$ cat config.mk
export PLATFORM = sky130hd
export DESIGN_NAME = pid_controller_step_top_flat
export DESIGN_NICKNAME = d
export VERILOG_FILES = /design/src/sv/pid_pkg.sv /design/src/sv/pid_in_if.sv /design/src/sv/pid_out_if.sv /design/src/sv/pid_ctrl.sv /design/src/sv/pid_dpath.sv /design/src/sv/pid_controller_step_top.sv /design/src/flat_wrapper.sv
export SDC_FILE = /design/constraint.sdc
export NUM_CORES = 2
export LEC_CHECK = 0
export BUFFER_PORTS_ARGS = -buffer_cell sky130_fd_sc_hd__buf_4
export CAP_MARGIN = 20
export CORE_ASPECT_RATIO = 1.2
export CORE_MARGIN = 2
export CORE_UTILIZATION = 35
export CTS_CLUSTER_SIZE = 24
export DETAILED_ROUTE_END_ITERATION = 16
export PLACE_DENSITY = 0.49
export SKIP_CTS_REPAIR_TIMING = 1
export SLEW_MARGIN = 30
export SYNTH_ARGS = -nofsm -noshare
export SYNTH_HDL_FRONTEND = slang
export SYNTH_HIERARCHICAL = 1
export SYNTH_SLANG_ARGS = --single-unit
$ cat constraint.sdc
create_clock -name clk -period 12 [get_ports clk]
set_input_delay 0.6 -clock clk [delete_from_list [all_inputs] [get_ports clk]]
set_output_delay 0.6 -clock clk [all_outputs]
set_load 0.01 [all_outputs]
$ cat src/sv/pid_pkg.sv
package pid_pkg;

  localparam int GAIN_W     = 16;
  localparam int VAL_W      = 16;
  localparam int ERR_W      = VAL_W + 1;
  localparam int PRIOR_W    = VAL_W + 2;
  localparam int TOTAL_W    = 32;
  localparam int MUL_B_W    = TOTAL_W + 1;
  localparam int PROD_W     = GAIN_W + MUL_B_W;
  localparam int ACC_W      = PROD_W + 1;
  localparam int DRIVE_W    = 48;
  localparam int TIME_W     = 16;
  localparam int DIVD_W     = GAIN_W + PRIOR_W;
  localparam int DIV_STEPS  = DIVD_W;
  localparam int CNT_W      = $clog2(DIV_STEPS);
  localparam int CFG_IDX_W  = 2;
  localparam int CFG_DATA_W = GAIN_W;

  // Register indexes
  localparam logic [CFG_IDX_W-1:0] REG_KP = 2'd0;
  localparam logic [CFG_IDX_W-1:0] REG_KI = 2'd1;
  localparam logic [CFG_IDX_W-1:0] REG_KD = 2'd2;

  // Input operations
  localparam logic OP_PROCESS = 1'b0;
  localparam logic OP_CLEAR   = 1'b1;

  // Datapath commands
  localparam int CMD_W = 4;
  localparam logic [CMD_W-1:0] CMD_NONE     = 4'd0;
  localparam logic [CMD_W-1:0] CMD_CLEAR    = 4'd1;
  localparam logic [CMD_W-1:0] CMD_LOAD     = 4'd2;
  localparam logic [CMD_W-1:0] CMD_MUL_P    = 4'd3;
  localparam logic [CMD_W-1:0] CMD_MUL_I    = 4'd4;
  localparam logic [CMD_W-1:0] CMD_MUL_D    = 4'd5;
  localparam logic [CMD_W-1:0] CMD_DIV_LOAD = 4'd6;
  localparam logic [CMD_W-1:0] CMD_DIV_STEP = 4'd7;
  localparam logic [CMD_W-1:0] CMD_ADD_Q    = 4'd8;
  localparam logic [CMD_W-1:0] CMD_EMIT     = 4'd9;

  typedef struct packed {
    logic [CMD_W-1:0] op;
  } ctrl_cmd_t;

  typedef struct packed {
    logic out_busy;
  } dp_status_t;

endpackage

$ cat src/sv/pid_in_if.sv
interface pid_in_if;
  logic                                valid;
  logic                                ready;
  logic                                operation;
  logic signed [pid_pkg::VAL_W-1:0]    target_value;
  logic signed [pid_pkg::VAL_W-1:0]    measured_value;
  logic        [pid_pkg::TIME_W-1:0]   elapsed_ms;

  modport source (
    output valid, operation, target_value, measured_value, elapsed_ms,
    input  ready
  );
  modport sink (
    input  valid, operation, target_value, measured_value, elapsed_ms,
    output ready
  );
endinterface

$ cat src/sv/pid_out_if.sv
interface pid_out_if;
  logic                                valid;
  logic                                ready;
  logic signed [pid_pkg::DRIVE_W-1:0]  drive_value;
  logic                                saturated;

  modport source (
    output valid, drive_value, saturated,
    input  ready
  );
  modport sink (
    input  valid, drive_value, saturated,
    output ready
  );
endinterface

$ cat src/sv/pid_ctrl.sv
module pid_ctrl (
  input  logic                 clk,
  input  logic                 rst,
  input  logic                 in_valid,
  input  logic                 in_op,
  output logic                 in_ready,
  output pid_pkg::ctrl_cmd_t   cmd,
  input  pid_pkg::dp_status_t  status
);

  localparam logic [2:0] S_IDLE     = 3'd0;
  localparam logic [2:0] S_MUL_P    = 3'd1;
  localparam logic [2:0] S_MUL_I    = 3'd2;
  localparam logic [2:0] S_MUL_D    = 3'd3;
  localparam logic [2:0] S_DIV_LOAD = 3'd4;
  localparam logic [2:0] S_DIV      = 3'd5;
  localparam logic [2:0] S_ADD_Q    = 3'd6;
  localparam logic [2:0] S_EMIT     = 3'd7;

  localparam logic [pid_pkg::CNT_W-1:0] DIV_LAST = pid_pkg::CNT_W'(pid_pkg::DIV_STEPS - 1);

  logic [2:0]                state, state_next;
  logic [pid_pkg::CNT_W-1:0] cnt, cnt_next;

  always_comb begin
    state_next = state;
    cnt_next   = cnt;
    cmd.op     = pid_pkg::CMD_NONE;
    in_ready   = (state == S_IDLE);
    unique case (state)
      S_IDLE: begin
        if (in_valid) begin
          if (in_op == pid_pkg::OP_CLEAR) begin
            cmd.op = pid_pkg::CMD_CLEAR;
          end else begin
            cmd.op     = pid_pkg::CMD_LOAD;
            state_next = S_MUL_P;
          end
        end
      end
      S_MUL_P: begin
        cmd.op     = pid_pkg::CMD_MUL_P;
        state_next = S_MUL_I;
      end
      S_MUL_I: begin
        cmd.op     = pid_pkg::CMD_MUL_I;
        state_next = S_MUL_D;
      end
      S_MUL_D: begin
        cmd.op     = pid_pkg::CMD_MUL_D;
        state_next = S_DIV_LOAD;
      end
      S_DIV_LOAD: begin
        cmd.op     = pid_pkg::CMD_DIV_LOAD;
        cnt_next   = '0;
        state_next = S_DIV;
      end
      S_DIV: begin
        cmd.op = pid_pkg::CMD_DIV_STEP;
        if (cnt == DIV_LAST) begin
          cnt_next   = '0;
          state_next = S_ADD_Q;
        end else begin
          cnt_next = cnt + 1'b1;
        end
      end
      S_ADD_Q: begin
        cmd.op     = pid_pkg::CMD_ADD_Q;
        state_next = S_EMIT;
      end
      S_EMIT: begin
        if (!status.out_busy) begin
          cmd.op     = pid_pkg::CMD_EMIT;
          state_next = S_IDLE;
        end
      end
      default: begin
        state_next = S_IDLE;
      end
    endcase
  end

  always_ff @(posedge clk) begin
    if (rst) begin
      state <= S_IDLE;
      cnt   <= '0;
    end else begin
      state <= state_next;
      cnt   <= cnt_next;
    end
  end

`ifndef ASSERT_OFF
  a_div_exit: assert property (@(posedge clk) disable iff (rst)
    (state == S_DIV && cnt == DIV_LAST) |=> (state == S_ADD_Q))
    else $error("divider did not hand over after its last step");

  a_emit_free: assert property (@(posedge clk) disable iff (rst)
    (cmd.op == pid_pkg::CMD_EMIT) |-> !status.out_busy)
    else $error("result written over a word still waiting");

  a_cnt_idle: assert property (@(posedge clk) disable iff (rst)
    (state != S_DIV) |-> (cnt == '0))
    else $error("step count left running outside the divide");

  a_ready_idle: assert property (@(posedge clk) disable iff (rst)
    (in_valid && in_ready && in_op == pid_pkg::OP_PROCESS) |=> (state == S_MUL_P))
    else $error("accepted sample did not start the sequence");
`endif

endmodule

$ cat src/sv/pid_dpath.sv
module pid_dpath (
  input  logic                                 clk,
  input  logic                                 rst,
  input  pid_pkg::ctrl_cmd_t                   cmd,
  output pid_pkg::dp_status_t                  status,
  input  logic                                 cfg_wen,
  input  logic        [pid_pkg::CFG_IDX_W-1:0] cfg_index,
  input  logic        [pid_pkg::CFG_DATA_W-1:0] cfg_data,
  input  logic signed [pid_pkg::VAL_W-1:0]     target_value,
  input  logic signed [pid_pkg::VAL_W-1:0]     measured_value,
  input  logic        [pid_pkg::TIME_W-1:0]    elapsed_ms,
  output logic signed [pid_pkg::DRIVE_W-1:0]   drive_value,
  output logic                                 saturated,
  output logic                                 out_valid,
  input  logic                                 out_ready
);

  localparam int TW = pid_pkg::TOTAL_W;
  localparam int AW = pid_pkg::ACC_W;
  localparam int DW = pid_pkg::DRIVE_W;
  localparam logic signed [TW-1:0] TOTAL_MAX = {1'b0, {(TW-1){1'b1}}};
  localparam logic signed [TW-1:0] TOTAL_MIN = {1'b1, {(TW-1){1'b0}}};
  localparam logic signed [DW-1:0] DRIVE_MAX = {1'b0, {(DW-1){1'b1}}};
  localparam logic signed [DW-1:0] DRIVE_MIN = {1'b1, {(DW-1){1'b0}}};

  logic signed [pid_pkg::GAIN_W-1:0]  kp, ki, kd;
  logic signed [TW-1:0]               error_total;
  logic signed [pid_pkg::PRIOR_W-1:0] prior_error;

  logic signed [pid_pkg::ERR_W-1:0]   err_r;
  logic signed [pid_pkg::PRIOR_W-1:0] delta_r;
  logic        [pid_pkg::TIME_W-1:0]  divisor_r;
  logic                               sat_r;
  logic signed [pid_pkg::PROD_W-1:0]  prod_r;
  logic signed [AW-1:0]               acc;
  logic        [pid_pkg::DIVD_W-1:0]  quo;
  logic        [pid_pkg::TIME_W-1:0]  rem;
  logic                               q_neg;

  logic signed [pid_pkg::ERR_W-1:0]   err_w;
  logic signed [TW:0]                 total_sum;
  logic                               total_ovf;
  logic signed [TW-1:0]               total_sat;
  logic signed [pid_pkg::GAIN_W-1:0]  mul_a;
  logic signed [pid_pkg::MUL_B_W-1:0] mul_b;
  logic signed [pid_pkg::PROD_W-1:0]  prod_w;
  logic        [pid_pkg::TIME_W:0]    shift_w;
  logic        [pid_pkg::TIME_W:0]    diff_w;
  logic                               fits;
  logic signed [pid_pkg::DIVD_W:0]    q_signed;
  logic                               drive_ovf;
  logic signed [DW-1:0]               drive_sat;

  // Error and saturating running total
  assign err_w     = pid_pkg::ERR_W'(target_value) - pid_pkg::ERR_W'(measured_value);
  assign total_sum = (TW+1)'(error_total) + (TW+1)'(err_w);
  assign total_ovf = total_sum[TW] != total_sum[TW-1];
  assign total_sat = total_ovf ? (total_sum[TW] ? TOTAL_MIN : TOTAL_MAX) : total_sum[TW-1:0];

  // Shared multiplier
  always_comb begin
    unique case (cmd.op)
      pid_pkg::CMD_MUL_P: begin
        mul_a = kp;
        mul_b = pid_pkg::MUL_B_W'(err_r);
      end
      pid_pkg::CMD_MUL_I: begin
        mul_a = ki;
        mul_b = pid_pkg::MUL_B_W'(error_total);
      end
      default: begin
        mul_a = kd;
        mul_b = pid_pkg::MUL_B_W'(delta_r);
      end
    endcase
  end
  assign prod_w = mul_a * mul_b;

  // One restoring divide step
  assign shift_w = {rem, quo[pid_pkg::DIVD_W-1]};
  assign fits    = shift_w >= {1'b0, divisor_r};
  assign diff_w  = shift_w - {1'b0, divisor_r};

  assign q_signed = q_neg ? -$signed({1'b0, quo}) : $signed({1'b0, quo});

  // Output clamp
  assign drive_ovf = !((acc[AW-1:DW-1] == '0) || (acc[AW-1:DW-1] == '1));
  assign drive_sat = drive_ovf ? (acc[AW-1] ? DRIVE_MIN : DRIVE_MAX) : acc[DW-1:0];

  assign status.out_busy = out_valid & ~out_ready;

  always_ff @(posedge clk) begin
    if (rst) begin
      kp          <= '0;
      ki          <= '0;
      kd          <= '0;
      error_total <= '0;
      prior_error <= '0;
      out_valid   <= 1'b0;
    end else begin
      if (cfg_wen) begin
        unique case (cfg_index)
          pid_pkg::REG_KP: kp <= cfg_data;
          pid_pkg::REG_KI: ki <= cfg_data;
          pid_pkg::REG_KD: kd <= cfg_data;
          default: ;
        endcase
      end
      if (cmd.op == pid_pkg::CMD_CLEAR) begin
        error_total <= '0;
        prior_error <= '0;
      end else if (cmd.op == pid_pkg::CMD_LOAD) begin
        error_total <= total_sat;
        prior_error <= pid_pkg::PRIOR_W'(err_w);
      end
      if (cmd.op == pid_pkg::CMD_EMIT) begin
        out_valid <= 1'b1;
      end else if (out_ready) begin
        out_valid <= 1'b0;
      end
    end
  end

  always_ff @(posedge clk) begin
    unique case (cmd.op)
      pid_pkg::CMD_LOAD: begin
        err_r     <= err_w;
        delta_r   <= pid_pkg::PRIOR_W'(err_w) - prior_error;
        divisor_r <= (elapsed_ms == '0) ? pid_pkg::TIME_W'(1) : elapsed_ms;
        sat_r     <= total_ovf;
      end
      pid_pkg::CMD_MUL_P: begin
        prod_r <= prod_w;
      end
      pid_pkg::CMD_MUL_I: begin
        prod_r <= prod_w;
        acc    <= AW'(prod_r);
      end
      pid_pkg::CMD_MUL_D: begin
        prod_r <= prod_w;
        acc    <= acc + AW'(prod_r);
      end
      pid_pkg::CMD_DIV_LOAD: begin
        q_neg <= prod_r[pid_pkg::PROD_W-1];
        rem   <= '0;
        if (prod_r[pid_pkg::PROD_W-1]) begin
          quo <= pid_pkg::DIVD_W'(-prod_r);
        end else begin
          quo <= prod_r[pid_pkg::DIVD_W-1:0];
        end
      end
      pid_pkg::CMD_DIV_STEP: begin
        rem <= fits ? diff_w[pid_pkg::TIME_W-1:0] : shift_w[pid_pkg::TIME_W-1:0];
        quo <= {quo[pid_pkg::DIVD_W-2:0], fits};
      end
      pid_pkg::CMD_ADD_Q: begin
        acc <= acc + AW'(q_signed);
      end
      pid_pkg::CMD_EMIT: begin
        drive_value <= drive_sat;
        saturated   <= sat_r | drive_ovf;
      end
      default: ;
    endcase
  end

endmodule

$ cat src/sv/pid_controller_step_top.sv
// Discrete PID step: drive = kp*err + ki*total + kd*(err - prior)/elapsed, Q.8, 48-bit clamp.
// An accepted sample word steps through MUL_P, MUL_I, MUL_D, DIV_LOAD, DIV, ADD_Q and EMIT.
// Process words are taken one at a time: the next is accepted only after the 34-step serial
// divider for the derivative term ends and the result is emitted; a clear word gives no result.
// A finished word waits in the output register while the next sample is taken.
// Reset (rst, synchronous, active high) zeroes the gains, total and prior error.
module pid_controller_step_top (
  input  logic                                  clk,
  input  logic                                  rst,
  input  logic                                  cfg_wen,
  input  logic        [pid_pkg::CFG_IDX_W-1:0]  cfg_index,
  input  logic        [pid_pkg::CFG_DATA_W-1:0] cfg_data,
  pid_in_if.sink                                sample,
  pid_out_if.source                             drive
);

  // Command and status between sequencer and datapath
  pid_pkg::ctrl_cmd_t  cmd;
  pid_pkg::dp_status_t status;

  // Sequencer: takes sample words in idle, steps the multiplier and divider,
  // and holds the result until the output register frees up.
  pid_ctrl u_ctrl (
    .clk      (clk),
    .rst      (rst),
    .in_valid (sample.valid),
    .in_op    (sample.operation),
    .in_ready (sample.ready),
    .cmd      (cmd),
    .status   (status)
  );

  // Datapath: gains, running total, prior error, shared 16x33 multiplier,
  // restoring divider, accumulator and output register.
  pid_dpath u_dpath (
    .clk            (clk),
    .rst            (rst),
    .cmd            (cmd),
    .status         (status),
    .cfg_wen        (cfg_wen),
    .cfg_index      (cfg_index),
    .cfg_data       (cfg_data),
    .target_value   (sample.target_value),
    .measured_value (sample.measured_value),
    .elapsed_ms     (sample.elapsed_ms),
    .drive_value    (drive.drive_value),
    .saturated      (drive.saturated),
    .out_valid      (drive.valid),
    .out_ready      (drive.ready)
  );

endmodule
$ cat src/flat_wrapper.sv
// flat-port wrapper written by rule: the top's interface ports become plain ports
module pid_controller_step_top_flat 
  (clk, rst, cfg_wen, cfg_index, cfg_data, sample_valid, sample_operation, sample_target_value, sample_measured_value, sample_elapsed_ms, sample_ready, drive_valid, drive_drive_value, drive_saturated, drive_ready);
  pid_in_if sample_i ();
  pid_out_if drive_i ();
  input  logic clk;
  input  logic rst;
  input  logic cfg_wen;
  input  logic        [pid_pkg::CFG_IDX_W-1:0] cfg_index;
  input  logic        [pid_pkg::CFG_DATA_W-1:0] cfg_data;
  input wire logic [$bits(sample_i.valid)-1:0] sample_valid;
  input wire logic [$bits(sample_i.operation)-1:0] sample_operation;
  input wire logic [$bits(sample_i.target_value)-1:0] sample_target_value;
  input wire logic [$bits(sample_i.measured_value)-1:0] sample_measured_value;
  input wire logic [$bits(sample_i.elapsed_ms)-1:0] sample_elapsed_ms;
  output wire logic [$bits(sample_i.ready)-1:0] sample_ready;
  output wire logic [$bits(drive_i.valid)-1:0] drive_valid;
  output wire logic [$bits(drive_i.drive_value)-1:0] drive_drive_value;
  output wire logic [$bits(drive_i.saturated)-1:0] drive_saturated;
  input wire logic [$bits(drive_i.ready)-1:0] drive_ready;
  assign sample_i.valid = sample_valid;
  assign sample_i.operation = sample_operation;
  assign sample_i.target_value = sample_target_value;
  assign sample_i.measured_value = sample_measured_value;
  assign sample_i.elapsed_ms = sample_elapsed_ms;
  assign sample_ready = sample_i.ready;
  assign drive_valid = drive_i.valid;
  assign drive_drive_value = drive_i.drive_value;
  assign drive_saturated = drive_i.saturated;
  assign drive_i.ready = drive_ready;
  pid_controller_step_top u_core (.clk(clk), .rst(rst), .cfg_wen(cfg_wen), .cfg_index(cfg_index), .cfg_data(cfg_data), .sample(sample_i), .drive(drive_i));
endmodule
==> summary.txt <==
STA
  • Worst clock skew: approximately 0.029 ns
  • Worst-Margin Slew: between 1 and 1.5 ns
  • Max Clock Freq: just under 100 MHz
  • Setup_tns: 0 ns
  • Final Hold Viols: 0
  • Smallest hold slack: between 0.15 and 0.2 ns
  • Unrepaired setup endpoints after global routing: no
  • Max-slew headroom: between 30 and 40%
  • Final min period: approximately 10 ns
  • Period utilisation layout: 86.2%
  • Final Max Slew Viols: 0
  • Final setup fails: 0

Yosys
  • Most common cell in the netlist: inv_1
  • Cells after Synth: between 4,000 and 5,000
  • Area share of the largest cell type after synthesis: about a quarter
  • Area leader, netlist: fa_1
  • Ys async rst share: 0%
  • Avg Cell Area, Syn: between 8 and 9 µm²
  • Post-Syn Nets: 5,451
  • Number of synthesized flops with an enable pin: roughly 250
  • Cell variety after synth: 85
  • Ys flop type: edfxtp_1
  • YS warnings: 6
  • Top cells by count, synth: inv_1, nand2_1, nor2_1, fa_1, a21oi_1
  • Synth top area cells: fa_1, edfxtp_1, ha_1
  • Sequential element share of the synthesized area: 24.1%
  • #FFs+latches synth: between 300 and 400
  • Mapped cell area: around 40,000 µm²

Power
  • PwrDens: 271 nW/µm²
  • Sequential Power Share: roughly a fifth
  • Switching pwr: about 6100 µW
  • Static leakage: 0.0198 µW
  • Clock power share: between 10% and 20%
  • Sw frac: between 50% and 60%
  • Maximum VDD drop: about 0.00016 V
  • Power share of the combinational group: about two thirds
  • Tot Pwr: 12,000 µW
  • Int Pwr: roughly 5900 µW

Layout
  • Seq. cell area: ~9700 µm²
  • Antenna diodes: 0
  • Final instance area: around 44,000 µm²
  • Fillcell total: roughly 12,000
  • Share of cells above drive strength 1: 6.57%
  • Multi-input logic area: roughly 27,000 µm²
  • Final nets: between 5,000 and 6,000
  • Layout Area Growth over Synthesis: 10.2%

Flow run
  • MaxCap Viol Count: 0

Min path
  • WHS Path Cells: 1
  • Worst min path class: in -> reg

Setup path
  • Worst path slowest cell: and3_1
  • Top Family by Delay on Critical Path: adder cells
  • Crit start category: register
  • Critical path class: reg -> reg
  • Most used cell, CP: fa_1
  • Setup crit end kind: register
  • WP buf/inv: 6
  • Worst-path fanout max: 26
  • Worst Path Required: 12.34 ns
  • Critical path arrival: approximately 11 ns
  • Levels on crit path: 32
  • Max incr delay on CP: 0.76 ns
  • Worst reg2reg path depth: 32

Clocking
  • CTS tree: yes
  • Total CTS buffers: 45
  • CTS Root Cell: clkbuf_16
  • Clock sink count: between 300 and 400
  • Worst skew pair latency: approximately 0.6 ns
  • Worst-path clk slew: about 0.060 ns
  • Clk buf depth: 3
  • # H-tree levels: 2

Drt
  • Via count: approximately 30,000
  • DRC: 0
  • DR vias/cell: 4.97
  • Drt wl/cell: 18.2 µm
  • Iteration-0 DRC count of the detailed router: 1,731
  • Final wirelength: 112,000 µm
  • Final ANT Viol Nets: 0
  • DRT Pass-1 Iters: 7

Floorplanning
  • Die Y: ~380 µm
  • Core ar.: ~110,000 µm²
  • Ports: between 100 and 150
  • Initial core utilization: 35.2%
  • DIE AREA: around 120,000 µm²
  • Row cnt: ~140
  • Width of the chip: 313 µm

Status
  • Status: finished, final reports clean

Placed design
  • Post-detail-place hpwl: between 80,000 and 90,000 µm
  • I/O Buffers: 122
  • GP Congestion: just under 0.9
  • DP Area: around 43,000 µm²

GRT
  • Initial antenna violation count: 0
  • Largest net degree at the start of global routing: 70
  • Total global routing overflow: 0
  • Total GRT Usage: roughly a fifth
  • Via count of the first global-routing pass: between 30,000 and 40,000
  • First-pass GRT wire length: approximately 180,000 µm
==> per-layer routing <==
metal | track usage, % | routed length (µm) | up-vias
met3 | 1.90 | 4240 | 158
met4 | 6.63 | 3970 | 0
met5 | 0 | 0 | -
met2 | 32.8 | 53200 | 599
met1 | 25.4 | 50900 | 15000
li1 | - | - | 15000
==> cell type report <==
class,count,share of cell area (%)
clock buffers,57,2.81
clock inverters,26,0.890
inverters,694,5.89
multi-input cells,3364,61.4
flip-flops and latches,358,21.9
well taps,1518,4.29
repair buffers,171,2.90
==> sequential cells by signal (all words and copies together), names as in the netlist, 3 cells and up <==
signal	count
u_core/u_dpath/drive_value	48
u_core/u_dpath/rem	16
u_core/u_dpath/kd	16
u_core/u_dpath/ki	16
u_core/u_dpath/kp	16
u_core/u_dpath/err_r	17
u_core/u_dpath/prior_error	17
u_core/u_dpath/prod_r	49
u_core/u_ctrl/cnt	6
u_core/u_ctrl/state	3
u_core/u_dpath/divisor_r	16
u_core/u_dpath/quo	34
u_core/u_dpath/error_total	32
u_core/u_dpath/delta_r	18
u_core/u_dpath/acc	50
==> power groups by stage <==
stage	Sequential (µW)	Clock (µW)	Combinational, µW
6_report	2310	1500	8200
5_1_grt	2360	1590	9270
3_3_place_gp	2330	0	8170
4_1_cts	2310	1550	8240
2_1_floorplan	2210	0	5980
3_5_place_dp	2340	0	8180
==> cells by family after synthesis <==
logic type | count (synthesis) | synth area share [%]
flip-flops | 358 | 24.1
AND/OR/NAND/NOR | 1510 | 16.0
XOR/XNOR | 218 | 4.75
multiplexers | 26 | 0.663
AO/OA/AOI/OAI | 860 | 13.4
adder cells (fa/ha/maj) | 750 | 32.6
buffers and inverters | 908 | 8.51
==> final timing paths <==
path / slack, ns / start / end
worst max-delay path: 1.66 / u_core/u_ctrl/state[1] / u_core/u_dpath/prod_r[41]
worst min-delay path: 0.19 / sample_elapsed_ms[1] / u_core/u_dpath/divisor_r[1]
worst max register to register: 1.66 / u_core/u_ctrl/state[1] / u_core/u_dpath/prod_r[41]
worst min register to register: 0.45 / u_core/u_dpath/prior_error[11] / u_core/u_dpath/prior_error[11]
==> metrics by stage <==
| stage | util (%) | setup slack (ns) | instances |
|---|---|---|---|
| 2_1_floorplan | - | 3.12 | 4630 |
| 3_3_place_gp | 37.3 | 1.65 | 6105 |
| 3_5_place_dp | 37.3 | 1.60 | 6105 |
| 4_1_cts | 38.8 | 1.57 | 6188 |
| 5_1_grt | 38.8 | 0.975 | 6188 |
| 6_report | 38.8 | 1.66 | 6188 |
==> placed cells by master (no fill, tap or decap), types with 51 or more instances in the layout <==
master,synthesis,routed
a21o_1,105,105
a21oi_1,263,257
buf_4,0,171
dfxtp_1,107,107
edfxtp_1,251,251
fa_1,496,496
ha_1,253,253
inv_1,693,692
nand2_1,691,687
nand3_1,51,51
nor2_1,506,504
o21ai_0,233,232
xnor2_1,103,103
xor2_1,115,115
(Power assumes the default switching activity.)
